===== config.mk =====
export PLATFORM = sky130hd
export DESIGN_NAME = slbs_front_flat
export DESIGN_NICKNAME = d
export VERILOG_FILES = /design/src/rtl/core/slbs_pkg.sv /design/src/rtl/core/slbs_if.sv /design/src/rtl/core/slbs_front.sv /design/src/flat_wrapper.sv
export SDC_FILE = /design/constraint.sdc
export NUM_CORES = 1
export LEC_CHECK = 0
export ABC_AREA = 0
export BUFFER_PORTS_ARGS = -buffer_cell sky130_fd_sc_hd__buf_2
export CORE_ASPECT_RATIO = 0.6
export CORE_UTILIZATION = 56
export CTS_BUF_LIST = sky130_fd_sc_hd__clkbuf_16
export DETAILED_ROUTE_END_ITERATION = 12
export PLACE_DENSITY = 0.91
export SETUP_SLACK_MARGIN = 0.05
export SYNTH_ARGS = -nofsm -noshare
export SYNTH_HDL_FRONTEND = slang
export SYNTH_SLANG_ARGS = --single-unit

===== constraint.sdc =====
create_clock -name clk -period 6 [get_ports clk]
set_clock_uncertainty 0.1 [all_clocks]
set_input_delay 0.9 -clock clk [delete_from_list [all_inputs] [get_ports clk]]
set_output_delay 0.9 -clock clk [all_outputs]
set_load 0.02 [all_outputs]

===== src/rtl/core/slbs_pkg.sv =====
`timescale 1ns / 1ps

package slbs_pkg;

    // Field widths of the pixel and result channels
    localparam int LABEL_W   = 6;
    localparam int ID_W      = 7;
    localparam int COUNT_W   = 21;
    localparam int BOX_POS_W = 10;
    localparam int BOX_LEN_W = 11;
    localparam int IWIDTH_W  = 11;

    localparam logic [IWIDTH_W-1:0] IWIDTH_RESET = 11'd640;
    localparam logic [COUNT_W-1:0]  COUNT_MAX    = '1;

    // Depth of the queue between the front and the back
    localparam int QUEUE_DEPTH = 4;

    typedef enum logic [2:0] {
        ST_RUN,
        ST_FLUSH,
        ST_LOOK,
        ST_TAKE,
        ST_FINISH
    } back_state_t;

endpackage


===== src/rtl/core/slbs_if.sv =====
`timescale 1ns / 1ps

interface slbs_pixel_if import slbs_pkg::*; ();
    logic               valid;
    logic               ready;
    logic [LABEL_W-1:0] label;
    logic               frame_end;

    modport source (output valid, label, frame_end, input ready);
    modport sink (input valid, label, frame_end, output ready);
endinterface



===== src/rtl/core/slbs_front.sv =====
`timescale 1ns / 1ps

module slbs_front import slbs_pkg::*; #(
    parameter int MAX_LABELS = 64,
    parameter int MAX_COLS = 1024,
    parameter int MAX_ROWS = 1024,
    localparam int LBL_W = $clog2(MAX_LABELS),
    localparam int COL_W = $clog2(MAX_COLS),
    localparam int ROW_W = $clog2(MAX_ROWS),
    localparam int ITEM_W = 2 + LBL_W + COL_W + ROW_W
) (
    input  logic                clk,
    input  logic                rst_n,
    slbs_pixel_if.sink          pixel,
    input  logic                image_width_we,
    input  logic [IWIDTH_W-1:0] image_width_data,
    input  logic                queue_full,
    output logic                queue_push,
    output logic [ITEM_W-1:0]   queue_data
);

    localparam int CMP_W = (COL_W + 1 > IWIDTH_W) ? COL_W + 1 : IWIDTH_W;

    logic [IWIDTH_W-1:0] image_width_reg;
    logic [COL_W-1:0]    col_reg;
    logic [ROW_W-1:0]    row_reg;
    logic [CMP_W-1:0]    eff_width;
    logic                col_wrap;
    logic                row_last;
    logic                accept;
    logic                hit;
    logic [LBL_W-1:0]    idx;

    assign pixel.ready = !queue_full;
    assign accept      = pixel.valid && !queue_full;

    // Zero acts as one column; clamp to the column capacity
    always_comb
    begin
        if (image_width_reg == '0)
        begin
            eff_width = CMP_W'(1);
        end
        else if (CMP_W'(image_width_reg) > CMP_W'(MAX_COLS))
        begin
            eff_width = CMP_W'(MAX_COLS);
        end
        else
        begin
            eff_width = CMP_W'(image_width_reg);
        end
    end

    assign col_wrap = (CMP_W'(col_reg) + CMP_W'(1)) >= eff_width;
    assign row_last = (row_reg == ROW_W'(MAX_ROWS - 1));

    // Drop unassigned labels and labels beyond the store
    assign hit = (pixel.label != '0)
              && ((LABEL_W+1)'(pixel.label) < (LABEL_W+1)'(MAX_LABELS));
    assign idx = pixel.label[LBL_W-1:0];

    assign queue_push = accept && (hit || pixel.frame_end);
    assign queue_data = {pixel.frame_end, hit, idx, col_reg, row_reg};

    always_ff @(posedge clk or negedge rst_n)
    begin
        if (!rst_n)
        begin
            image_width_reg <= IWIDTH_RESET;
            col_reg         <= '0;
            row_reg         <= '0;
        end
        else
        begin
            if (image_width_we)
            begin
                image_width_reg <= image_width_data;
            end
            if (accept)
            begin
                if (pixel.frame_end)
                begin
                    col_reg <= '0;
                    row_reg <= '0;
                end
                else if (col_wrap)
                begin
                    col_reg <= '0;
                    if (!row_last)
                    begin
                        row_reg <= row_reg + 1'b1;
                    end
                end
                else
                begin
                    col_reg <= col_reg + 1'b1;
                end
            end
        end
    end

endmodule


===== src/flat_wrapper.sv =====
// flat-port wrapper written by rule: the top's interface ports become plain ports
module slbs_front_flat import slbs_pkg::*;
#(
    parameter int MAX_LABELS = 64,
    parameter int MAX_COLS = 1024,
    parameter int MAX_ROWS = 1024,
    localparam int LBL_W = $clog2(MAX_LABELS),
    localparam int COL_W = $clog2(MAX_COLS),
    localparam int ROW_W = $clog2(MAX_ROWS),
    localparam int ITEM_W = 2 + LBL_W + COL_W + ROW_W
)
  (clk, rst_n, image_width_we, image_width_data, queue_full, queue_push, queue_data, pixel_valid, pixel_label, pixel_frame_end, pixel_ready);
  slbs_pixel_if pixel_i ();
  input  logic clk;
  input  logic rst_n;
  input  logic image_width_we;
  input  logic [IWIDTH_W-1:0] image_width_data;
  input  logic queue_full;
  output logic queue_push;
  output logic [ITEM_W-1:0] queue_data;
  input wire logic [$bits(pixel_i.valid)-1:0] pixel_valid;
  input wire logic [$bits(pixel_i.label)-1:0] pixel_label;
  input wire logic [$bits(pixel_i.frame_end)-1:0] pixel_frame_end;
  output wire logic [$bits(pixel_i.ready)-1:0] pixel_ready;
  assign pixel_i.valid = pixel_valid;
  assign pixel_i.label = pixel_label;
  assign pixel_i.frame_end = pixel_frame_end;
  assign pixel_ready = pixel_i.ready;
  slbs_front #(.MAX_LABELS(MAX_LABELS), .MAX_COLS(MAX_COLS), .MAX_ROWS(MAX_ROWS)) u_core (.clk(clk), .rst_n(rst_n), .pixel(pixel_i), .image_width_we(image_width_we), .image_width_data(image_width_data), .queue_full(queue_full), .queue_push(queue_push), .queue_data(queue_data));
endmodule

==> impl_metrics.yaml <==
run_status:
  outcome: "completed"
yosys:
  yosysUniqueCellTypes: 46
  synthCells: 193
  yosysWarnings: 0
  ys_seq_elements: 31
  seq_area_frac_synth: 0.4028
  syn_area_um2: 1932
  synthesis.nets: 229
  synthFlopType: "dfrtp_1"
  synth_area_per_cell_um2: 10.01
  synth_edf_count: 0
  synth-async-reset-ratio: 1.000
placement:
  portBuffers: 52
  place_congestion: 0.9278
  dpl_worst_slack_ps: 2945
  dp_hpwl_mm: 3.358
  placed_cells: 277
setup_path:
  cp_cell_sequence: "ha_1 > nand3_1 > nor2_1 > nand3_1 > xnor2_1 > ha_1 > and3_1 > o21a_1 > a221oi_4 > nand2_2 > nor2_4 > a22o_1"
  crit_slowest_cell: "dfrtp_1"
  r2r-start: "u_core.col_reg[0]"
  critPathTopFamily: "simple AND/OR/NAND/NOR gates"
  crit_buf_inv: 0
  worst-setup-path-type: "register to register"
  startpoint_type: "register"
  slowest_delay_ps: 460
  critPathMaxFanout: 9
  worstReg2RegEnd: "u_core.col_reg[1]"
  r2r_setup_slack_ps: 2880
  required_ps: 6110
  end_kind: "register"
  cp.arrival_ps: 3220
  reg2reg_depth: 12
die:
  die_h_um: 47.50
  fp-row-count: 16
  start_util: 0.5884
  die_area_um2: 3696
  io_pins: 53
  core_um2: 3283
  die_w_um: 77.83
sta:
  fin_crit_ps: 3118
  whs_ps: 437.9
  slew_viol_final: 0
  max_slew.worst_pin.slew_ps: 693.8
  fin_ws_ps: 2882
  rsz0062_at_grt: "no"
  slew_headroom: 0.5364
  hold_viol_final: 0
  setup_viol: 0
  max_freq_mhz: 320.7
  finalSetupTns_ps: 0
  final.period_utilization: 0.5196
power_and_ir_drop:
  p_switching_uw: 154.9
  worst_ir_drop_vdd_mv: 0.1603
  internal_power_uw: 408.8
  power_density_nw_per_um2: 244.5
  power.leakage_nw: 1.150
  combPwrFrac: 0.165
  switching_share: 0.2748
  pwr-share-clk: 0.415
  seqPwrFrac: 0.420
clock_tree:
  cts_hold_buffers: 0
  cts_root_buf: "clkbuf_16"
  htreeDepth: 2
  cts_made_buffers: 5
  cts_max_path_buffers: 2
  clkSinkCount: 31
  ctsResizeCount: 0
  worstSkewPairLatency_ps: 280
  cts_tree: "done"
  cts.clk_slew.worst_paths_ps: 50
  post_cts_buffers: 0
global_route:
  first_global_vias: 1450
  grt_max_degree: 32
  grt_remaining_overflow: 0
  grt_antenna_before_repair: 0
  grt_first_pass_wirelength_mm: 7.017
  grt_use_total: 0.2609
worst_hold_path:
  min_path_cells: 1
  hp-start: "u_core.image_width_reg[5]"
  hold_path.class: "register to register"
  hold_end: "u_core.image_width_reg[5]"
cells_and_area:
  antenna_cells: 0
  area_growth_pct: 19.37
  layout_commonest_cell: "buf_2"
  final_core_util: 0.7024
  fin_cells: 285
  finalNetCount: 275
  largest_reg_flops: 11
  drive_above_1_share: 0.3333
  mostFrequentLayoutCells: "buf_2 (52), dfrtp_1 (29), nand2_1 (27)"
detailed_routing:
  wirelength_mm: 4.505
  routed_via_density: 6.014
  wl_per_cell_um: 15.81
  drc_errors: 0
  postRouteAntennaNets: 0
  drtPass1Iterations: 4
  drt_iter0_markers: 120
  via_count: 1714
job:
  maxCapViolations: 0
==> layer usage <==
layer / vias to the layer above / routed length, um / GRT usage
met5: - / 0 / 0
met4: 0 / 27 / 0.09811
met3: 5 / 438 / 0.09714
met2: 90 / 1942 / 0.3752
met1: 821 / 2096 / 0.3633
li1: 798 / - / -
==> power groups by stage <==
stage	registers [mW]	logic, mW	clock network [mW]
2_1_floorplan	0.242	0.0577	0
3_3_place_gp	0.238	0.0891	0
3_5_place_dp	0.239	0.0922	0
4_1_cts	0.236	0.0931	0.236
6_report	0.237	0.0930	0.234
5_1_grt	0.238	0.103	0.249
==> cells by family after synthesis <==
group           after synthesis  synth area share
xor+xnor                      8           0.03627
simple gates                 73            0.1937
mux                          10           0.05829
buf+inv                      17           0.04922
compound gates               41            0.1755
flops                        31            0.4029
fa+ha+maj                    13           0.08420
==> Yosys cell counts (3+ instances only) <==
library cell / instances / share of area
a22o_1: 10 / 0.045
and3_1: 5 / 0.016
buf_4: 8 / 0.031
clkbuf_1: 3 / 0.0058
dfrtp_1: 29 / 0.38
ha_1: 13 / 0.084
inv_1: 4 / 0.0078
mux2_2: 10 / 0.058
nand2_1: 27 / 0.052
nand3_1: 11 / 0.028
nor2_1: 10 / 0.019
nor3_1: 4 / 0.010
nor4_1: 3 / 0.0097
o21ai_0: 3 / 0.0078
o21ai_1: 3 / 0.0078
o31ai_1: 4 / 0.016
xnor2_1: 5 / 0.023
xor2_1: 3 / 0.014
==> through the flow <==
stage	power (mW)	cell area, um2
CTS	0.5653	2306
global route	0.5904	2306
global placement	0.3268	2168
floorplan	0.2993	1932
finish	0.5637	2306
detailed placement	0.3314	2168
==> worst max-delay path by stage <==
stage	from	to	slack, ps	depth (start not counted)
finish	u_core.col_reg[0]	u_core.col_reg[1]	2880	12
CTS	u_core.col_reg[0]	u_core.col_reg[1]	2910	12
floorplan	u_core.col_reg[0]	u_core.row_reg[8]	3130	12
detailed placement	u_core.col_reg[0]	u_core.row_reg[9]	2940	12
global placement	u_core.col_reg[0]	u_core.col_reg[6]	3110	12
global route	u_core.col_reg[0]	u_core.col_reg[1]	2640	12
==> layout make-up <==
cell class	count	area, um2
well taps	45	56.30
fillers	239	977.2
clock inverters	3	12.51
multi-input cells	145	1059
repair buffers	52	260.3
clock buffers	5	125.1
flip-flops and latches	31	778.2
inverters	4	15.01
==> worst register-to-register path, cell delays in order (launching register included) <==
cell and delay (ps):
dfrtp_1 460, ha_1 240, nand3_1 130, nor2_1 240, nand3_1 120, xnor2_1 230, ha_1 280, and3_1 170
o21a_1 130, a221oi_4 340, nand2_2 160, nor2_4 290, a22o_1 190
Note: power is estimated with default switching activity, not from simulation.
