--- config.mk ---
export PLATFORM = sky130hd
export DESIGN_NAME = slbs_fifo
export DESIGN_NICKNAME = d
export VERILOG_FILES = /design/src/rtl/core/slbs_fifo.sv
export SDC_FILE = /design/constraint.sdc
export NUM_CORES = 1
export LEC_CHECK = 0
export ABC_AREA = 0
export BUFFER_PORTS_ARGS = -buffer_cell sky130_fd_sc_hd__buf_2
export CAP_MARGIN = 30
export CORE_MARGIN = 8
export CORE_UTILIZATION = 37
export CTS_CLUSTER_SIZE = 40
export DETAILED_ROUTE_END_ITERATION = 12
export SLEW_MARGIN = 25
export SYNTH_ARGS = -nofsm -noshare
export SYNTH_HDL_FRONTEND = slang
export SYNTH_SLANG_ARGS = --single-unit
--- constraint.sdc ---
create_clock -name clk -period 1.28 [get_ports clk]
set_input_delay 0.256 -clock clk [delete_from_list [all_inputs] [get_ports clk]]
set_output_delay 0.256 -clock clk [all_outputs]
set_load 0.02 [all_outputs]
--- src/rtl/core/slbs_fifo.sv ---
`timescale 1ns / 1ps

module slbs_fifo #(
    parameter int WIDTH = 8,
    parameter int DEPTH = 4,
    localparam int AW = $clog2(DEPTH)
) (
    input  logic             clk,
    input  logic             rst_n,
    input  logic             push,
    input  logic [WIDTH-1:0] push_data,
    output logic             full,
    input  logic             pop,
    output logic [WIDTH-1:0] pop_data,
    output logic             empty
);

    logic [WIDTH-1:0] mem_reg [DEPTH];
    logic [AW-1:0]    wr_ptr_reg;
    logic [AW-1:0]    rd_ptr_reg;
    logic [AW:0]      cnt_reg;
    logic [AW:0]      cnt_next;

    assign full     = (cnt_reg == (AW+1)'(DEPTH));
    assign empty    = (cnt_reg == '0);
    assign pop_data = mem_reg[rd_ptr_reg];

    always_comb
    begin
        cnt_next = cnt_reg;
        if (push && !pop)
        begin
            cnt_next = cnt_reg + 1'b1;
        end
        else if (pop && !push)
        begin
            cnt_next = cnt_reg - 1'b1;
        end
    end

    always_ff @(posedge clk or negedge rst_n)
    begin
        if (!rst_n)
        begin
            wr_ptr_reg <= '0;
            rd_ptr_reg <= '0;
            cnt_reg    <= '0;
        end
        else
        begin
            if (push)
            begin
                wr_ptr_reg <= wr_ptr_reg + 1'b1;
            end
            if (pop)
            begin
                rd_ptr_reg <= rd_ptr_reg + 1'b1;
            end
            cnt_reg <= cnt_next;
        end
    end

    always_ff @(posedge clk)
    begin
        if (push)
        begin
            mem_reg[wr_ptr_reg] <= push_data;
        end
    end

endmodule

==> results.md, run 1 <==
* DR pass1 iterations at 4
* CP startpoint kind: flop
* Via Count at 791
* P per Cell Area at 2250 nW/um2
* Final setup viols at 12
* Drt drc at 0
* Syn Inst Count at between 70 and 80
* CP Data Arrival Time at 1.48 ns
* Least-Margin Pin Slew at 0.426 ns
* PortBufs at 21
* Post-synth top area cell: edfxtp_1
* Final instance area at 2070 um2
* Final count of pins violating max slew at 0
* Share of total power in the clock network at 0.160
* Die ar. at 6510 um2
* Reg power frac at 0.409
* Max reg flops at 32
* H-tree lvl count at 2
* Top sig layer: met4
* Top cells by area, synth: edfxtp_1 (62%), mux4_2 (12%), dfrtp_1 (11%)
* Syn Nets at 94
* Required time of the critical path at 1.02 ns
* Synth Area per Inst at 20.4 um2
* Vias in the first global route at 853
* Iteration-0 DRC count of the detailed router at 81
* Adder-Cell Fraction of Synth Area at 0.0534
* Cell row count at 23
* Starting Density at 0.387
* Fmax at 0.577 GHz
* Synthesized cell area at 1550 um2
* Pint at 0.00322 W
* Switching share of power at 0.310
* WL met2 at 1.42 mm
* Vias per std cell at 4.60
* TritonCTS clock tree: done
* HP Class: input port to flop
* DR WL/cell at roughly 16 um
* Clock slew at reported path FFs at 0.07 ns
* Setup ws final at -0.455 ns
* Tot Pwr at 0.00466 W
* N_diodes at 0
* IO Pins at 22
* Post-synthesis mux area share at 0.124
* Xor/xnor share of the synthesized area at 0.0340
* Max VDD drop at 0.808 mV
* Failing checks: negative setup slack
* Minimum clock period after layout at 1.73 ns
* Top-area cell type share of the netlist area at 0.621
* Headroom to the max-slew limit at 0.716
* M1 WL at 1.08 mm
* Worst Path Class, Setup: flop to output pin
* Ys Warns at 0
* Main combinational cell family by area after synthesis: multiplexers
* # nets final at 140
* Worst clock skew at 0.00248 ns
* Crit end category: output pin
* Critical-path maximum fanout at 7
* Sequential cell area fraction in the yosys report at 0.734
* Clock root buffer: clkbuf_8
* CTS max path bufs at 2
* Status: finished, violations left
* RSZ-0062 raised after global routing: true
* Maxcap violations at 0
* Comb power frac at 0.431
* DRT antenna net count at 0
* First-pass GRT wire length at 4.27 mm
* Routability cong. at roughly 0.74
* GRT Total Usage at 0.0927
* Clk_lat worst skew at 0.28 ns
* Synth Register Bits at 39
* Largest net degree at the start of global routing at 12
* DP HPWL at 2.03 mm
* Initial antenna violation count at 0
* DIE WIDTH at 80.7 um
* Net Sw Power at 0.00144 W
* Post-detailed-routing wire length at 2.74 mm
* Share of layout cells above drive strength 1 at 0.533
* Placed instance area at around 1900 um2
* Num Clock Sinks at 39
* CTS Buf Count at 5
* Synth-to-layout area growth at 33.8%
* Chip height at between 80 and 90 um
* Met3 WL at 178 um
* Final hold vios at 0
* WHS at 0.186 ns
* Placement Setup Slack at -0.206 ns
* Simple-Gate Fraction of Synth Area at 0.0315
* Period utilization at 1.36
* Core footprint at ~4000 um2
* Yosys cell types at 17
* Grt total ovfl at 0
* Compound-Gate Fraction of Synth Area at 0.00323
* P_leak at 0.806 nW
[power groups by stage]
stage	clock (W)	sequential (W)	combinational [W]
after global placement	0	0.00190	0.00157
after CTS	0.000784	0.00190	0.00198
after floorplan	0	0.00183	0.00105
after global routing	0.000837	0.00194	0.00215
final	0.000747	0.00190	0.00201
after detailed placement	0	0.00192	0.00164
[per-layer routing]
| layer | vias up | GRT usage |
|---|---|---|
| met2 | 16 | 0.148 |
| li1 | 378 | - |
| met1 | 393 | 0.0986 |
| met4 | 0 | 0.0429 |
| met5 | - | 0 |
| met3 | 4 | 0.0491 |
[layout by cell type (no fill, tap or decap), types with 2 or more instances in the layout]
master	n
edfxtp_1	32
buf_6	13
buf_4	13
buf_2	12
mux4_2	8
dfrtp_1	7
clkbuf_8	5
xor2_1	4
ha_1	4
and2_4	3
inv_2	2
xnor2_1	2
nand2_1	2
buf_12	2
[path summary, 6_finish.rpt]
| path | from | to | slack [ns] | cells past startpoint |
|---|---|---|---|---|
| max | rd_ptr_reg[0] | pop_data[2] | -0.45 | 3 |
| min | push_data[2] | mem_reg[1][2] | 0.19 | 1 |
| max reg2reg | cnt_reg[1] | cnt_reg[2] | -0.06 | 5 |
| min reg2reg | wr_ptr_reg[0] | wr_ptr_reg[0] | 0.53 | 1 |
| max in group asynchronous | rst_n | cnt_reg[1] | 0.77 | 2 |
| min in group asynchronous | rst_n | rd_ptr_reg[1] | 0.34 | 2 |
[synth_stat cells]
master    number
mux4_2         8
dfrtp_1        7
xor2_1         4
and2_1         4
fa_1           1
mux2_2         1
xnor2_1        2
ha_1           5
nor2_1         1
nor3_1         1
nand2_1        2
o21ai_0        1
inv_1          4
buf_2          1
edfxtp_1      32
nor3b_1        1
buf_6          1
[critical path, stage by stage, from the launching register on]
cell,delay (ns)
dfrtp_1,0.39
buf_12,0.15
mux4_2,0.51
buf_6,0.15
[cell type report]
class                      instances  area [um2]
fill                             325        1930
sequential                        39        1140
multi-input combinational         31         423
timing repair buffer              41         354
clock buffer                       5        68.8
tap                               50        62.6
inverter                           4        17.5
clock inverter                     2        8.76
[timing repair]
item | 4_1_cts | 5_1_grt
endpoints found under the setup margin | 11 | 36
setup buffers | 3 | 0
hold endpoints to repair | 7 | 0
hold buffers | 1 | 0
gates resized for setup | 21 | 8
pin swaps | 4 | 0
gates cloned | 0 | 0
[per-stage QoR]
step	utilization	TNS (ns)	instances
finish	0.518	-3.94	172
detailed placement	0.466	-1.67	161
floorplan	-	-0.236	76
CTS	0.511	-4.16	172
global placement	0.466	-1.48	161
global route	0.518	-4.56	172
[kinds of logic after synthesis]
logic type | after synthesis
AOI/OAI and AO/OA | 1
xor gates and xnor gates | 6
adders and majority gates | 6
buffers and inverters | 6
DFF | 39
muxes | 9
and+or+nand+nor | 9
(Power assumes the default switching activity.)
==> run 2, diff against run 1 <==
BUFFER_PORTS_ARGS = -buffer_cell sky130_fd_sc_hd__buf_4   (was -buffer_cell sky130_fd_sc_hd__buf_2)
==> results.md, run 2 (synthesis gave the netlist of run 1 again) <==
* Max reg flops at 32 (unchanged)
* M1 WL at 1.09 mm (+0.28%)
* Failing checks: negative setup slack
* HP Class: input port to flop
* Die ar. at 6510 um2 (unchanged)
* CTS max path bufs at 2 (unchanged)
* GRT Total Usage at 0.0935 (+0.000790)
* DR pass1 iterations at 4 (unchanged)
* DR WL/cell at 15.1 um (-5.2%)
* Routability cong. at 0.705 (-4.1%)
* Final hold vios at 0 (unchanged)
* Placed insts at 161 (unchanged)
* Worst clock skew at 0.00421 ns (+0.00172 ns)
* Commonest non-fill, non-tap cells in the layout: edfxtp_1 (32), buf_4 (27), buf_6 (12)
* CP startpoint kind: flop
* Pint at 0.00330 W (+2.5%)
* DIE WIDTH at 80.7 um (unchanged)
* Clk_lat worst skew at 0.28 ns (about the same)
* Least-Margin Pin Slew at 0.414 ns (-0.0122 ns)
* PortBufs at 21 (unchanged)
* Chip height at 80.7 um (unchanged)
* CP Data Arrival Time at 1.49 ns (about the same)
* Placement Setup Slack at -0.174 ns (+0.0317 ns)
* Slowest Stage Delay on Critical Path at 0.50 ns (about the same)
* WL met2 at 1.34 mm (-5.8%)
* Minimum clock period after layout at 1.74 ns (+0.00831 ns)
* Switching share of power at 0.298 (-0.0115)
* Setup ws final at -0.463 ns (-0.00831 ns)
* Net Sw Power at 0.00140 W (-2.9%)
* Clock root buffer: clkbuf_8
* Post-detailed-routing wire length at 2.62 mm (-4.1%)
* Worst path most repeated cell: buf_4
* # nets final at 141 (+0.71%)
* Share of layout cells above drive strength 1 at 0.524 (-0.00859)
* DRT antenna net count at 0 (unchanged)
* Maxcap violations at 0 (unchanged)
* Largest net degree at the start of global routing at 13 (+1)
* Headroom to the max-slew limit at 0.724 (+0.00811)
* Via Count at 799 (+1.0%)
* Grt total ovfl at 0 (unchanged)
* CP Cell Sequence: buf_4 > mux4_2 > buf_4
* Fmax at 0.574 GHz (-0.48%)
* Required time of the critical path at 1.02 ns (about the same)
* P per Cell Area at 2230 nW/um2 (-1.0%)
* CTS Buf Count at 5 (unchanged)
* Max VDD drop at 0.956 mV (+18%)
* H-tree lvl count at 2 (unchanged)
* Reg power frac at 0.403 (-0.006)
* Top sig layer: met4
* Starting Density at 0.387 (unchanged)
* Post-route insts no fill at 174 (+1.2%)
* Vias per std cell at 4.59 (-0.15%)
* Status: finished, violations left
* Met3 WL at 144 um (-19%)
* Drt drc at 0 (unchanged)
* Initial antenna violation count at 0 (unchanged)
* Synth-to-layout area growth at 36.3%
* Crit end category: output pin
* Critical-path maximum fanout at 3 (-4)
* Tot Pwr at 0.00470 W (+0.80%)
* Cell row count at 23 (unchanged)
* Iteration-0 DRC count of the detailed router at 49 (-40%)
* Core footprint at 4000 um2 (unchanged)
* Layout Utilization at 0.527 (+0.00970)
* Commonest non-fill, non-tap cell in the layout: edfxtp_1
* First-pass GRT wire length at 4.46 mm (+4.4%)
* Comb power frac at 0.425 (-0.006)
* CP max-delay cell: mux4_2
* Period utilization at 1.36 (+0.00649)
* Vias in the first global route at 925 (+8.4%)
* Num Clock Sinks at 39 (unchanged)
* RSZ-0062 raised after global routing: true
* DP HPWL at 2.00 mm (-1.8%)
* N_diodes at 0 (unchanged)
* Clock slew at reported path FFs at 0.07 ns (about the same)
* Share of total power in the clock network at 0.172 (+0.012)
* IO Pins at 22 (unchanged)
* P_leak at 0.825 nW (+2.2%)
* Final setup viols at 12 (unchanged)
* Final count of pins violating max slew at 0 (unchanged)
* Worst Path Class, Setup: flop to output pin
* TritonCTS clock tree: done
-- run 2: changes by cell type in the layout (fill, tap and decap cells not counted), sizes merged --
cell,previous run,this run
clkbuf,5,7
buf,40,41
clkinv,2,1
-- run 2: final cells by class --
type,instances,area [um2]
Clock buffer,7,86.3
Clock inverter,1,5.00
Fill cell,330,1890
Inverter,4,17.5
Multi-Input combinational cell,31,414
Sequential cell,39,1140
Tap cell,50,62.6
Timing Repair Buffer,42,388
-- run 2: path summary, 6_finish.rpt --
check                                   start       endpoint  slack, ns  depth (start not counted)
min in group asynchronous               rst_n  rd_ptr_reg[1]       0.32                          2
worst max-delay path            rd_ptr_reg[0]    pop_data[5]      -0.46                          3
max in group asynchronous               rst_n  wr_ptr_reg[1]       0.83                          2
worst max register to register     cnt_reg[0]     cnt_reg[2]      -0.10                          5
worst min-delay path             push_data[7]  mem_reg[2][7]       0.17                          1
worst min register to register     cnt_reg[2]     cnt_reg[2]       0.51                          1
-- run 2: per-stage QoR --
step                hold WS [ns]  setup TNS [ns]  instance area (um2)
finish                     0.170           -3.92                 2110
global route               0.156           -4.66                 2110
CTS                        0.160           -4.08                 2100
detailed placement        0.0795           -1.56                 1920
global placement          0.0764           -1.46                 1920
floorplan                -0.0396          -0.236                 1570
-- run 2: repair_timing --
| action | CTS | global route |
|---|---|---|
| endpoints found under the hold margin | 7 | 0 |
| gates resized for setup | 12 | 4 |
| hold buffers | 1 | 0 |
| endpoints found under the setup margin | 19 | 24 |
| buffers inserted | 4 | 0 |
| cloned | 0 | 0 |
| pin swaps | 3 | 1 |
-- run 2: layer usage --
metal / vias up / track usage
met5: - / 0
met4: 0 / 0.0536
met3: 5 / 0.0290
met2: 16 / 0.149
met1: 400 / 0.109
li1: 378 / -
-- run 2: critical path: cells and delay by family (launching register included) --
kind	cells	cell delay, ns
muxes	1	0.50
DFF	1	0.39
buffers and inverters	2	0.32
-- run 2: power by group through the flow --
stage	Combinational [W]	Sequential [W]	Clock, W
2_1_floorplan	0.00105	0.00183	0
3_3_place_gp	0.00169	0.00191	0
3_5_place_dp	0.00173	0.00192	0
4_1_cts	0.00201	0.00189	0.000845
5_1_grt	0.00217	0.00192	0.000901
6_report	0.00200	0.00189	0.000809
==> run 3, diff against run 2 <==
BUFFER_PORTS_ARGS = not set   (was -buffer_cell sky130_fd_sc_hd__buf_4)
DONT_BUFFER_PORTS = 1   (was not set)
==> results.md, run 3 (synthesis gave the netlist of run 1 again) <==
* Final instance area at 1900 um2 (-10%)
* Met3 Track Usage GR at 0.0547 (+0.0257)
* Clk_lat worst skew at 0.29 ns (about the same)
* Post-route insts no fill at 148 (-15%)
* Cell row count at 23 (unchanged)
* Worst Path Class, Setup: flop to output pin
* H-tree lvl count at 2 (unchanged)
* P_leak at 0.695 nW (-16%)
* Core footprint at 4000 um2 (unchanged)
* Least-Margin Pin Slew at 0.427 ns (+0.0131 ns)
* P per Cell Area at 2330 nW/um2 (+4.7%)
* Multi-input gate area at 419 um2 (+1.2%)
* Maxcap violations at 0 (unchanged)
* RSZ-0062 raised after global routing: true
* Max VDD drop at 0.892 mV (-6.7%)
* First-pass GRT wire length at 4.27 mm (-4.2%)
* Drt drc at 0 (unchanged)
* Num Clock Sinks at 39 (unchanged)
* Final count of pins violating max slew at 0 (unchanged)
* Placed insts at 137 (-15%)
* Critical-path maximum fanout at 7 (+4)
* Fmax at 0.597 GHz (+4.0%)
* Clock root buffer: clkbuf_8
* Largest net degree at the start of global routing at 14 (+1)
* Minimum clock period after layout at 1.68 ns (-0.0675 ns)
* Initial antenna violation count at 0 (unchanged)
* N_diodes at 0 (unchanged)
* Grt total ovfl at 0 (unchanged)
* PortBufs at 0 (-100%)
* Met2 Use GR at 0.148 (-0.00160)
* # nets final at 115 (-18%)
* Final setup viols at 12 (unchanged)
* DIE WIDTH at 80.7 um (unchanged)
* CP Data Arrival Time at 1.42 ns (-0.07 ns)
* Synth-to-layout area growth at 22.7%
* CP max-delay cell: mux4_2
* Chip height at 80.7 um (unchanged)
* GRT busiest layer: met2
* TritonCTS clock tree: done
* Via Count at 697 (-13%)
* IO Pins at 22 (unchanged)
* Required time of the critical path at 1.02 ns (about the same)
* HP Class: input port to flop
* DP HPWL at 1.87 mm (-6.5%)
* CTS max path bufs at 2 (unchanged)
* CP Cell Sequence: buf_12 > mux4_2
* Max reg flops at 32 (unchanged)
* Clock slew at reported path FFs at 0.08 ns (about the same)
* Iteration-0 DRC count of the detailed router at 57 (+16%)
* Vias per std cell at 4.71 (+2.6%)
* CP startpoint kind: flop
* Layout filler cell count at 332 (+0.61%)
* Post-detailed-routing wire length at 2.61 mm (-0.42%)
* GRT Total Usage at 0.0930 (-0.000452)
* Placement Setup Slack at -0.100 ns (+0.0740 ns)
* Worst clock skew at 0.00634 ns (+0.00213 ns)
* Period utilization at 1.31 (-0.0528)
* Failing checks: negative setup slack
* Setup TNS at -3.47 ns (+0.453 ns)
* Setup ws final at -0.395 ns (+0.0675 ns)
* Starting Density at 0.387 (unchanged)
* DR pass1 iterations at 3 (-1)
* Vias in the first global route at 808 (-13%)
* Slowest Stage Delay on Critical Path at 0.58 ns (+0.08 ns)
* Die ar. at 6510 um2 (unchanged)
* Commonest non-fill, non-tap cell in the layout: edfxtp_1
* Final hold vios at 0 (unchanged)
* DRT antenna net count at 0 (unchanged)
* DR WL/cell at 17.7 um (+17%)
* Crit end category: output pin
* Commonest non-fill, non-tap cells in the layout: edfxtp_1 (32), buf_4 (10), mux4_2 (8)
* Routability cong. at 0.699 (-0.79%)
* CTS Buf Count at 5 (unchanged)
* Share of layout cells above drive strength 1 at 0.418 (-0.106)
* Headroom to the max-slew limit at 0.715 (-0.00875)
* Global routing usage on met1 at 0.0948 (-0.0138)
* Placed instance area at 1730 um2 (-10%)
* Sequential cell area at 1140 um2 (+0.11%)
* Status: finished, violations left
==> run 3: power breakdown <==
part	switching, W	leakage (nW)	internal (W)
logic	0.000732	0.262	0.000777
registers	0.000210	0.375	0.00170
clock network	0.000428	0.0581	0.000580
==> run 3: timing repair <==
item,CTS,global route
gates cloned,0,0
resized for setup,5,5
pin swaps,4,0
endpoints found under the hold margin,7,0
setup endpoints to repair,19,17
buffers inserted,2,0
hold buffers,1,0
==> run 3: layout make-up <==
type                    instances  share of cell area
flip-flops and latches         39               0.599
multi-input cells              31               0.221
repair buffers                 16              0.0791
clock buffers                   5              0.0362
well taps                      50              0.0329
clock inverters                 3              0.0231
inverters                       4             0.00922
==> run 3: path summary, 6_finish.rpt <==
path	startpoint	to	slack, ns	depth (start not counted)
hold reg to reg	cnt_reg[2]	cnt_reg[2]	0.53	1
max in group asynchronous	rst_n	cnt_reg[1]	0.70	1
min in group asynchronous	rst_n	rd_ptr_reg[0]	0.30	1
setup reg to reg	cnt_reg[0]	cnt_reg[2]	-0.09	5
setup / recovery	rd_ptr_reg[0]	pop_data[0]	-0.40	2
hold / removal	pop	rd_ptr_reg[0]	0.04	1
==> run 3: worst max-delay path: cells and delay by family, from the launching register on <==
family | cells | cell delay (ns)
DFF | 1 | 0.40
buffers and inverters | 1 | 0.15
muxes | 1 | 0.58
==> run 3: stage by stage <==
stage               hold WS [ns]  utilization  power (W)
floorplan                -0.0396            -    0.00288
global placement         -0.0393        0.431    0.00328
detailed placement       -0.0393        0.431    0.00334
CTS                       0.0362        0.470    0.00445
global route              0.0368        0.475    0.00470
finish                    0.0444        0.475    0.00443
==> run 3: routing by layer <==
metal | vias to the layer above | wire length (um) | part of all wire
li1 | 329 | - | -
met2 | 15 | 1380 | 0.53
met5 | - | 0 | 0
met4 | 0 | 42 | 0.016
met3 | 5 | 214 | 0.082
met1 | 348 | 980 | 0.38
